**src/rtl/core/mm_pkg.sv**
```systemverilog
// Types, constants and helper functions of the matrix multiply unit.
`timescale 1ns / 1ps

package mm_pkg;

    localparam int MAX_DIM    = 8;
    localparam int IDX_W      = 3;
    localparam int DIM_W      = 4;
    localparam int VAL_W      = 32;
    localparam int ADDR_W     = 2 * IDX_W;
    localparam int MEM_DEPTH  = 1 << ADDR_W;
    localparam int CFG_IDX_W  = 2;
    localparam int FRAC_BITS  = 16;
    localparam int PROD_W     = 2 * VAL_W;
    localparam int ACC_W      = PROD_W - FRAC_BITS + $clog2(MAX_DIM) + 1;
    localparam int OUT_DEPTH  = 4;
    localparam int OUT_PTR_W  = $clog2(OUT_DEPTH);
    localparam int OUT_CNT_W  = $clog2(OUT_DEPTH + 1);
    localparam int CMDQ_DEPTH = 2;
    localparam int CMDQ_PTR_W = $clog2(CMDQ_DEPTH);
    localparam int CMDQ_CNT_W = $clog2(CMDQ_DEPTH + 1);

    localparam logic [DIM_W-1:0] DIM_RESET = 4'd8;

    localparam logic [1:0] OP_WRITE_A  = 2'd0;
    localparam logic [1:0] OP_WRITE_B  = 2'd1;
    localparam logic [1:0] OP_MULTIPLY = 2'd2;

    localparam logic [CFG_IDX_W-1:0] REG_ROWS_A    = 2'd0;
    localparam logic [CFG_IDX_W-1:0] REG_INNER_DIM = 2'd1;
    localparam logic [CFG_IDX_W-1:0] REG_COLS_B    = 2'd2;

    typedef struct packed {
        logic [1:0]              opcode;
        logic [IDX_W-1:0]        row_sel;
        logic [IDX_W-1:0]        col_sel;
        logic signed [VAL_W-1:0] elem_value;
    } mm_in_t;

    typedef struct packed {
        logic [IDX_W-1:0]        out_row;
        logic [IDX_W-1:0]        out_col;
        logic signed [VAL_W-1:0] out_value;
        logic                    last;
    } mm_out_t;

    // Clamped sizes of one multiply command.
    typedef struct packed {
        logic [DIM_W-1:0] nr;
        logic [DIM_W-1:0] nk;
        logic [DIM_W-1:0] nc;
    } mm_cmd_t;

    typedef struct packed {
        logic              a_en;
        logic              b_en;
        logic [ADDR_W-1:0] addr;
        logic [VAL_W-1:0]  data;
    } mm_wr_t;

    typedef struct packed {
        logic full;
        logic empty;
    } mm_q_status_t;

    typedef struct packed {
        logic busy;
    } mm_eng_status_t;

    typedef struct packed {
        logic             first;
        logic             lastk;
        logic [IDX_W-1:0] row;
        logic [IDX_W-1:0] col;
        logic             last;
    } mm_tag_t;

    typedef enum logic {
        ENG_IDLE,
        ENG_RUN
    } mm_eng_state_t;

    function automatic logic [DIM_W-1:0] clamp_dim(input logic [DIM_W-1:0] d);
        logic [DIM_W-1:0] r;
        if (d == '0) begin
            r = DIM_W'(1);
        end else if (d > DIM_W'(MAX_DIM)) begin
            r = DIM_W'(MAX_DIM);
        end else begin
            r = d;
        end
        return r;
    endfunction

    function automatic logic signed [VAL_W-1:0] sat_val(input logic signed [ACC_W-1:0] s);
        logic signed [ACC_W-1:0] hi;
        logic signed [ACC_W-1:0] lo;
        logic signed [VAL_W-1:0] r;
        hi = $signed({{(ACC_W-VAL_W+1){1'b0}}, {(VAL_W-1){1'b1}}});
        lo = $signed({{(ACC_W-VAL_W+1){1'b1}}, {(VAL_W-1){1'b0}}});
        if (s > hi) begin
            r = $signed({1'b0, {(VAL_W-1){1'b1}}});
        end else if (s < lo) begin
            r = $signed({1'b1, {(VAL_W-1){1'b0}}});
        end else begin
            r = s[VAL_W-1:0];
        end
        return r;
    endfunction

endpackage

```
**src/rtl/core/mm_front.sv**
```systemverilog
// Front end: takes input words and register writes, stores elements, queues multiplies.
`timescale 1ns / 1ps

module mm_front (
    input  logic                          aclk,
    input  logic                          aresetn,
    input  logic                          s_valid,
    output logic                          s_ready,
    input  mm_pkg::mm_in_t                s_data,
    input  logic                          cfg_valid,
    output logic                          cfg_ready,
    input  logic [mm_pkg::CFG_IDX_W-1:0]  cfg_index,
    input  logic [mm_pkg::DIM_W-1:0]      cfg_data,
    input  mm_pkg::mm_q_status_t          q_status,
    input  mm_pkg::mm_eng_status_t        eng_status,
    output logic                          push,
    output mm_pkg::mm_cmd_t               push_cmd,
    output mm_pkg::mm_wr_t                wr
);
    import mm_pkg::*;

    logic [DIM_W-1:0] rows_a_reg;
    logic [DIM_W-1:0] inner_dim_reg;
    logic [DIM_W-1:0] cols_b_reg;
    logic             accept;
    logic             in_range;

    assign cfg_ready = 1'b1;

    always_ff @(posedge aclk) begin
        if (!aresetn) begin
            rows_a_reg    <= DIM_RESET;
            inner_dim_reg <= DIM_RESET;
            cols_b_reg    <= DIM_RESET;
        end else if (cfg_valid) begin
            case (cfg_index)
                REG_ROWS_A:    rows_a_reg    <= cfg_data;
                REG_INNER_DIM: inner_dim_reg <= cfg_data;
                REG_COLS_B:    cols_b_reg    <= cfg_data;
                default: ;
            endcase
        end
    end

    // Element writes wait until no multiply is queued or running, so a
    // multiply always sees the stores as they stood when it was accepted.
    always_comb begin
        case (s_data.opcode)
            OP_WRITE_A, OP_WRITE_B: s_ready = q_status.empty && !eng_status.busy;
            OP_MULTIPLY:            s_ready = !q_status.full;
            default:                s_ready = 1'b1;
        endcase
    end

    assign accept   = s_valid && s_ready;
    assign in_range = (s_data.row_sel < MAX_DIM) && (s_data.col_sel < MAX_DIM);

    assign wr.a_en = accept && in_range && (s_data.opcode == OP_WRITE_A);
    assign wr.b_en = accept && in_range && (s_data.opcode == OP_WRITE_B);
    assign wr.addr = {s_data.row_sel, s_data.col_sel};
    assign wr.data = s_data.elem_value;

    assign push        = accept && (s_data.opcode == OP_MULTIPLY);
    assign push_cmd.nr = clamp_dim(rows_a_reg);
    assign push_cmd.nk = clamp_dim(inner_dim_reg);
    assign push_cmd.nc = clamp_dim(cols_b_reg);

endmodule

```
**config.mk**
```make
export PLATFORM = sky130hd
export DESIGN_NAME = mm_front
export DESIGN_NICKNAME = d
export VERILOG_FILES = /design/src/rtl/core/mm_pkg.sv /design/src/rtl/core/mm_front.sv
export SDC_FILE = /design/constraint.sdc
export NUM_CORES = 1
export LEC_CHECK = 0
export ABC_CLOCK_PERIOD_IN_PS = 1300
export BUFFER_PORTS_ARGS = -buffer_cell sky130_fd_sc_hd__buf_2
export CAP_MARGIN = 20
export CORE_ASPECT_RATIO = 0.5
export CORE_UTILIZATION = 33
export DETAILED_ROUTE_END_ITERATION = 8
export PLACE_DENSITY = 0.81
export SLEW_MARGIN = 20
export SYNTH_ARGS = -nofsm -noshare
export SYNTH_HDL_FRONTEND = slang
export SYNTH_SLANG_ARGS = --single-unit
```
**constraint.sdc**
```tcl
create_clock -name aclk -period 1.3 [get_ports aclk]
set_input_delay 0.26 -clock aclk [delete_from_list [all_inputs] [get_ports aclk]]
set_output_delay 0.26 -clock aclk [all_outputs]
set_load 0.01 [all_outputs]
```
# Word level (Yosys, flattened, before mapping)
# Index checks and enable logic that the tools add are counted.
[classes] n_reduce_logical=16 order_cmp=3 eq_ne=4 n_mux=7
[op_table] op="$mux 4" count=6
[op_table] op="$gt 4x4->1 const B" count=3
[op_table] op="$logic_not 4->1" count=3
[op_table] op="$reduce_and 2->1" count=3
[op_table] op="$logic_and 1x1->1" count=5
[op_table] op="$eq 2x1->1 const B" count=2
[op_table] op="$eq 2x2->1 const B" count=2
[op_table] op="$logic_not 2->1" count=2
[op_table] op="$logic_not 1->1" count=2
[op_table] op="$pmux 1 s2" count=1
[op_table] op="$reduce_or 2->1" count=1
[word_totals] output_inout_bits=55 elab_cells=33 inputBits=53 reg_bits=12

# Longest topological paths before layout
# Gate-level depths: netlist of run 1.
[logic_depth] depth_word=5 depth_mapped=3 depth_no_buf=2

# Worst setup path before layout of run 1
# Ideal clock, no wire load.
[synth_timing] path_type="input -> output" startpoint="in s_data[39] in the netlist's numbering" endpoint="out wr[39] in the netlist's numbering" slack_ns=0.039 path_buffers=0 required_time_ns=1.040 cell_stages=2 t_arrival_ns=1.001 path_cell_list="or3b_1 > nor3b_1"
[synth_rtl] item="start: declaration" line="mm_front.sv:9" text="input mm_pkg::mm_in_t s_data,"
[synth_rtl] item="end: declaration" line="mm_front.sv:18" text="output mm_pkg::mm_wr_t wr"

==> summary.md, run 1 <==
| Metric | Value |
|---|---|
| Initial antenna violation count | 0 |
| Pins over their slew limit | 0 |
| Fin. Hold Viols | 0 |
| Layout area overhead | -7.20% |
| Top cells by count, synth | buf_4 (39), nand2_1 (13), dfxtp_1 (12), mux2i_1 (12), nor2b_1 (11) |
| Ant diodes | 0 |
| Layout Nets | 152 |
| Startpoint Class | primary input |
| Synth area leaders | buf_4 (32%), dfxtp_1 (27%), mux2i_1 (13%), nor2b_1 (7.6%), nand2_1 (5.4%) |
| CTS tree | yes |
| # hold bufs at CTS | 0 |
| Failing checks | negative setup slack |
| YS warnings | 0 |
| CP Max Fanout | 3 |
| Fmax | 766 MHz |
| Pin count of the biggest net entering global routing | 17 |
| Count leader, synth | buf_4 |
| Clock sinks | 12 |
| Post-route setup slack | -0.00506 ns |
| Crit path time final | 1.31 ns |
| Mapped cell area | 903 um^2 |
| Peak VDD IR | 254 uV |
| Max_cap viols | 0 |
| Slowest Stage Delay on Critical Path | 0.40 ns |
| Critical path class | in2out |
| Top-area cell type share of the netlist area | 0.324 |
| Die ar. | 2960 um^2 |
| DRC | 0 |
| Status | finished with violations |
| Internal reg-to-reg setup slack | 0.64 ns |
| Crit path buf inv count | 2 |
| TritonRoute pass-1 iters | 4 |
| Layout Skew | 0 ns |
| Worst min-delay path category | in2reg |
| Total track usage | 0.116 |
| Post-DP HPWL | 1.27 mm |
| Synth Net Count | 162 |
| Clock Tree Root | clkbuf_8 |
| GRT overflow | 0 |
| Total CTS buffers | 3 |
| P per Cell Area | 990 nW/um^2 |
| Worst-Skew Late Latency | 0.24 ns |
| Vias in the first global route | 546 |
| #FFs+latches synth | 12 |
| IO Port Bufs | 30 |
| Top FF cell, synth | dfxtp_1 |
| Syn avg cell area | 8.29 um^2 |
| Proportion of layout cells with a drive suffix above 1 | 0.412 |
| P_leak | 0.411 nW |
| Post-synth EDFFs | 0 |
| Clk slew on worst S/H paths | 0.05 ns |
| Core ar. | 2400 um^2 |
| Wire length per cell | 13.2 um |
| H-tree levels | 1 |
| Ys async rst share | 0 |
| CP max-delay cell | or3b_4 |
| Die height | 39.0 um |
| Post-DRT Antenna Nets | 0 |
| Largest area contributor in the netlist | buf_4 |
| Row count | 12 |
| Fin Hold WS | 0.305 ns |
| Crit share post-route | 1.00 |
| First-pass GRT wire length | 2.49 mm |
| Crit path max-delay family | simple AND/OR/NAND/NOR gates |
| Initial DRC count | 2 |
| CP endpoint kind | primary output |
| Post CTS Setup Buffer Count | 0 |
| RSZ-0062 raised after global routing | yes |
| Crit-path cells | buf_6 -> or3b_4 -> nor3b_2 -> buf_2 |
| Library cells used by synthesis | 17 |
| Setup TNS | -0.00506 ns |
| Crit path DAT | 1.05 ns |
| Routed via count | 606 |
| Max Buffers Root-to-Sink | 2 |
| Starting Density | 0.376 |
| Gate Count Post-Synth | 109 |
| Final setup viols | 1 |
| Routed wire length | 1.74 mm |
| Die W | 76.0 um |
| CP Data Required Time | 1.04 ns |
| Global placer's final weighted congestion | 0.692 |
| Vias per cell | 4.59 |
| Sequential-to-total area share from yosys stat | 0.266 |
| Io pins | 108 |
[layout by cell type (no fill, tap or decap)]
master and instances:
buf_2 29, nand2_1 13, mux2i_1 12, nor2b_1 11, dfxtp_1 11, o21ba_2 3, nor2_1 3, clkbuf_8 3
nor2_2 1, inv_1 1, or3b_4 1, o21ai_0 1, nor3b_2 1, nor4b_1 1, and3b_1 1, or3b_1 1
nand3b_1 1, conb_1 1, dfxtp_2 1, buf_6 1
[final cells by class]
type	count	area [um^2]
Clock buffer	3	41.3
Fill cell	249	1560
Inverter	1	3.75
Multi-Input combinational cell	51	352
Sequential cell	12	241
Tap cell	35	43.8
Timing Repair Buffer	30	156
[through the flow]
step / total power [mW] / std cells / util / cell area, um^2 / worst slack, ns
final: 0.830 / 132 / 0.349 / 838 / -0.00506
after floorplan: 0.581 / 109 / - / 903 / 0.0390
after global placement: 0.497 / 129 / 0.324 / 779 / -0.0513
after global routing: 0.872 / 132 / 0.349 / 838 / -0.0360
after CTS: 0.838 / 132 / 0.347 / 835 / -0.00432
after detailed placement: 0.500 / 129 / 0.324 / 779 / -0.0842
[power breakdown]
group | switching, mW | internal, mW | total [mW]
sequential | 0.0105 | 0.382 | 0.393
combinational | 0.0507 | 0.0553 | 0.106
clock | 0.128 | 0.203 | 0.332
[worst min-delay path, delay by kind of cell]
family	cells	cell delay (ns)
buffers and inverters	1	0.07
and+or+nand+nor	1	0.05
muxes	1	0.11
[logic make-up (layout without fill, tap and decap cells)]
| logic type | Yosys count | in the layout | share of synthesized area |
|---|---|---|---|
| simple gates | 34 | 34 | 0.202 |
| compound gates | 4 | 4 | 0.0388 |
| flops | 12 | 12 | 0.266 |
| mux | 12 | 12 | 0.133 |
| buf+inv | 46 | 34 | 0.356 |
| other cells | 1 | 1 | 0.00415 |
[path summary, 6_finish.rpt]
path                            cells after the start              from          endpoint
worst max-delay path                                4        eng_status            wr[39]
worst min register to register                      2     cols_b_reg[0]     cols_b_reg[0]
worst max register to register                      2  inner_dim_reg[3]  inner_dim_reg[3]
worst min-delay path                                3       cfg_data[3]     rows_a_reg[3]
[what timing repair did]
action	4_1_cts	5_1_grt
pin swaps	2	0
gates resized for setup	3	2
cloned	0	0
endpoints found under the setup margin	1	2
[per-layer routing]
metal | share of wire | global-route usage | vias up | wire, um
li1 | - | - | 280 | -
met1 | 0.33 | 0.0941 | 268 | 572
met3 | 0.10 | 0.0541 | 24 | 182
met2 | 0.51 | 0.209 | 34 | 890
met4 | 0.054 | 0.149 | 0 | 94
met5 | 0 | 0 | - | 0
Note: power is estimated with default switching activity, not from simulation.
==> run 2: changes to the inputs <==
--- a/config.mk
+++ b/config.mk
@@ -5,7 +5,7 @@
 export SDC_FILE = /design/constraint.sdc
 export NUM_CORES = 1
 export LEC_CHECK = 0
-export ABC_CLOCK_PERIOD_IN_PS = 1300
+export ABC_CLOCK_PERIOD_IN_PS = 1450
 export BUFFER_PORTS_ARGS = -buffer_cell sky130_fd_sc_hd__buf_2
 export CAP_MARGIN = 20
 export CORE_ASPECT_RATIO = 0.5
==> constraint.sdc (replaced) <==
create_clock -name aclk -period 1.45 [get_ports aclk]
set_input_delay 0.29 -clock aclk [delete_from_list [all_inputs] [get_ports aclk]]
set_output_delay 0.29 -clock aclk [all_outputs]
set_load 0.01 [all_outputs]
==> run 2 against run 1 <==
Against the previous run:
- the flow now finishes without violations
- die area unchanged
- cell count up 0.76%
- register-to-register slack better by 0.10 ns
- final area up 0.45%
- worst hold slack better by 0.040 ns
- critical endpoint unchanged
- highest routed layer unchanged
==> summary.md, run 2 (synthesis results as in run 1) <==
| Metric | Value |
|---|---|
| Commonest non-fill, non-tap cell in the layout | buf_2 |
| GRT overflow | 0 (unchanged) |
| Pins over their slew limit | 0 (unchanged) |
| Die W | 76.0 um (unchanged) |
| Setup TNS | 0 ns (+0.00506 ns) |
| Vias per cell | 4.46 (-2.9%) |
| Layout Nets | 152 (unchanged) |
| Global placer's final weighted congestion | 0.692 (about the same) |
| H-tree levels | 1 (unchanged) |
| Clock sinks | 12 (unchanged) |
| Commonest non-fill, non-tap cells in the layout | buf_2 (30), nand2_1 (13), mux2i_1 (12), dfxtp_1 (12), nor2b_1 (11) |
| Proportion of layout cells with a drive suffix above 1 | 0.398 (-0.0144) |
| CP Data Required Time | 1.16 ns (+0.12 ns) |
| Vias in the first global route | 518 (-5.1%) |
| Post-DP HPWL | 1.28 mm (+0.98%) |
| Peak VDD IR | 327 uV (+29%) |
| Crit share post-route | 0.982 |
| Internal reg-to-reg setup slack | 0.74 ns (+0.10 ns) |
| CP Max Fanout | 3 (unchanged) |
| Routed via count | 593 (-2.1%) |
| Layout Skew | 0 ns (unchanged) |
| RR Startpoint | inner_dim_reg[3] |
| Layout area overhead | -6.79% |
| Worst R2R End | inner_dim_reg[3] |
| Initial antenna violation count | 0 (unchanged) |
| WHS Endpoint | rows_a_reg[3] |
| Hold depth | 3 (unchanged) |
| Hold path start | cfg_data[3] |
| # hold bufs at CTS | 0 (unchanged) |
| P_leak | 0.416 nW (+1.2%) |
| CP endpoint kind | primary output |
| IO Port Bufs | 30 (unchanged) |
| Row count | 12 (unchanged) |
| Clk slew on worst S/H paths | 0.05 ns (about the same) |
| Post CTS Setup Buffer Count | 0 (unchanged) |
| Max Buffers Root-to-Sink | 2 (unchanged) |
| DRC | 0 (unchanged) |
| P per Cell Area | 959 nW/um^2 (-3.2%) |
| Total track usage | 0.110 (-0.00590) |
| Worst-Skew Late Latency | 0.24 ns (about the same) |
| First-pass GRT wire length | 2.44 mm (-1.9%) |
| FF-to-FF path depth | 2 (unchanged) |
| Critical path class | in2out |
| Clock Tree Root | clkbuf_8 |
| Core ar. | 2400 um^2 (unchanged) |
| Die height | 39.0 um (unchanged) |
| CTS tree | yes |
| Initial DRC count | 5 (+3) |
| Total CTS buffers | 3 (unchanged) |
| Fmax | 702 MHz |
| Startpoint Class | primary input |
| Die ar. | 2960 um^2 (unchanged) |
| Worst min-delay path category | in2reg |
| Wire length per cell | 12.7 um (-3.9%) |
| Pin count of the biggest net entering global routing | 17 (unchanged) |
| TritonRoute pass-1 iters | 4 (unchanged) |
| Final setup viols | 0 (-1) |
| Post-DRT Antenna Nets | 0 (unchanged) |
| Routed wire length | 1.69 mm (-3.2%) |
| Max_cap viols | 0 (unchanged) |
| Crit path DAT | 1.13 ns (+0.08 ns) |
| Fin. Hold Viols | 0 (unchanged) |
| Starting Density | 0.376 (unchanged) |
| Final core occ | 0.351 (+0.00156) |
| Ant diodes | 0 (unchanged) |
| Io pins | 108 (unchanged) |
| RSZ-0062 raised after global routing | no |
| Status | finished, final reports clean |
| Crit path time final | 1.42 ns |
==> run 2: cell type report <==
| cell class | instances | area [um^2] |
|---|---|---|
| Clock buffer | 4 | 55.1 |
| Fill cell | 249 | 1560 |
| Inverter | 1 | 3.75 |
| Multi-Input combinational cell | 51 | 349 |
| Timing Repair Buffer | 30 | 150 |
| Tap cell | 35 | 43.8 |
| Sequential cell | 12 | 240 |
==> run 2: worst max path at each step <==
stage	endpoint	from	slack (ns)
finish	wr[39]	s_data[39]	0.03
global route	wr[39]	s_data[39]	0.006
CTS	wr[39]	s_data[39]	0.003
detailed placement	wr[39]	s_data[39]	0.01
global placement	wr[39]	s_data[39]	0.03
floorplan	wr[39]	s_data[39]	0.13
==> run 2: critical path: stages <==
cell and delay [ns]:
buf_2 0.11, or3b_4 0.40, nor3b_2 0.18, buf_2 0.15
==> run 2: per-layer routing <==
metal | vias up | GRT usage | routed length, um
met2 | 32 | 0.209 | 816
met1 | 260 | 0.0956 | 612
met4 | 0 | 0.0962 | 80
li1 | 281 | - | -
met3 | 20 | 0.0518 | 175
met5 | - | 0 | 0
==> run 2: power breakdown <==
group / total (mW) / switching, mW / internal, mW
registers: 0.351 / 0.00894 / 0.342
clock network: 0.364 / 0.124 / 0.240
logic: 0.0931 / 0.0453 / 0.0478
==> run 2: metrics by stage <==
stage          total power, mW  setup slack (ns)  cell area (um^2)  instances  hold slack, ns
2_1_floorplan            0.521             0.129               903        109           0.430
3_3_place_gp             0.446            0.0348               779        129           0.444
3_5_place_dp             0.449           0.00959               779        129           0.446
4_1_cts                  0.808           0.00348               835        133           0.346
5_1_grt                  0.842           0.00631               842        133           0.378
6_report                 0.808            0.0260               842        133           0.345
==> run 2: what timing repair did <==
item | CTS | global route
endpoints found under the setup margin | 0 | 1
endpoints found under the hold margin | 0 | 0
gates resized for setup | 0 | 2
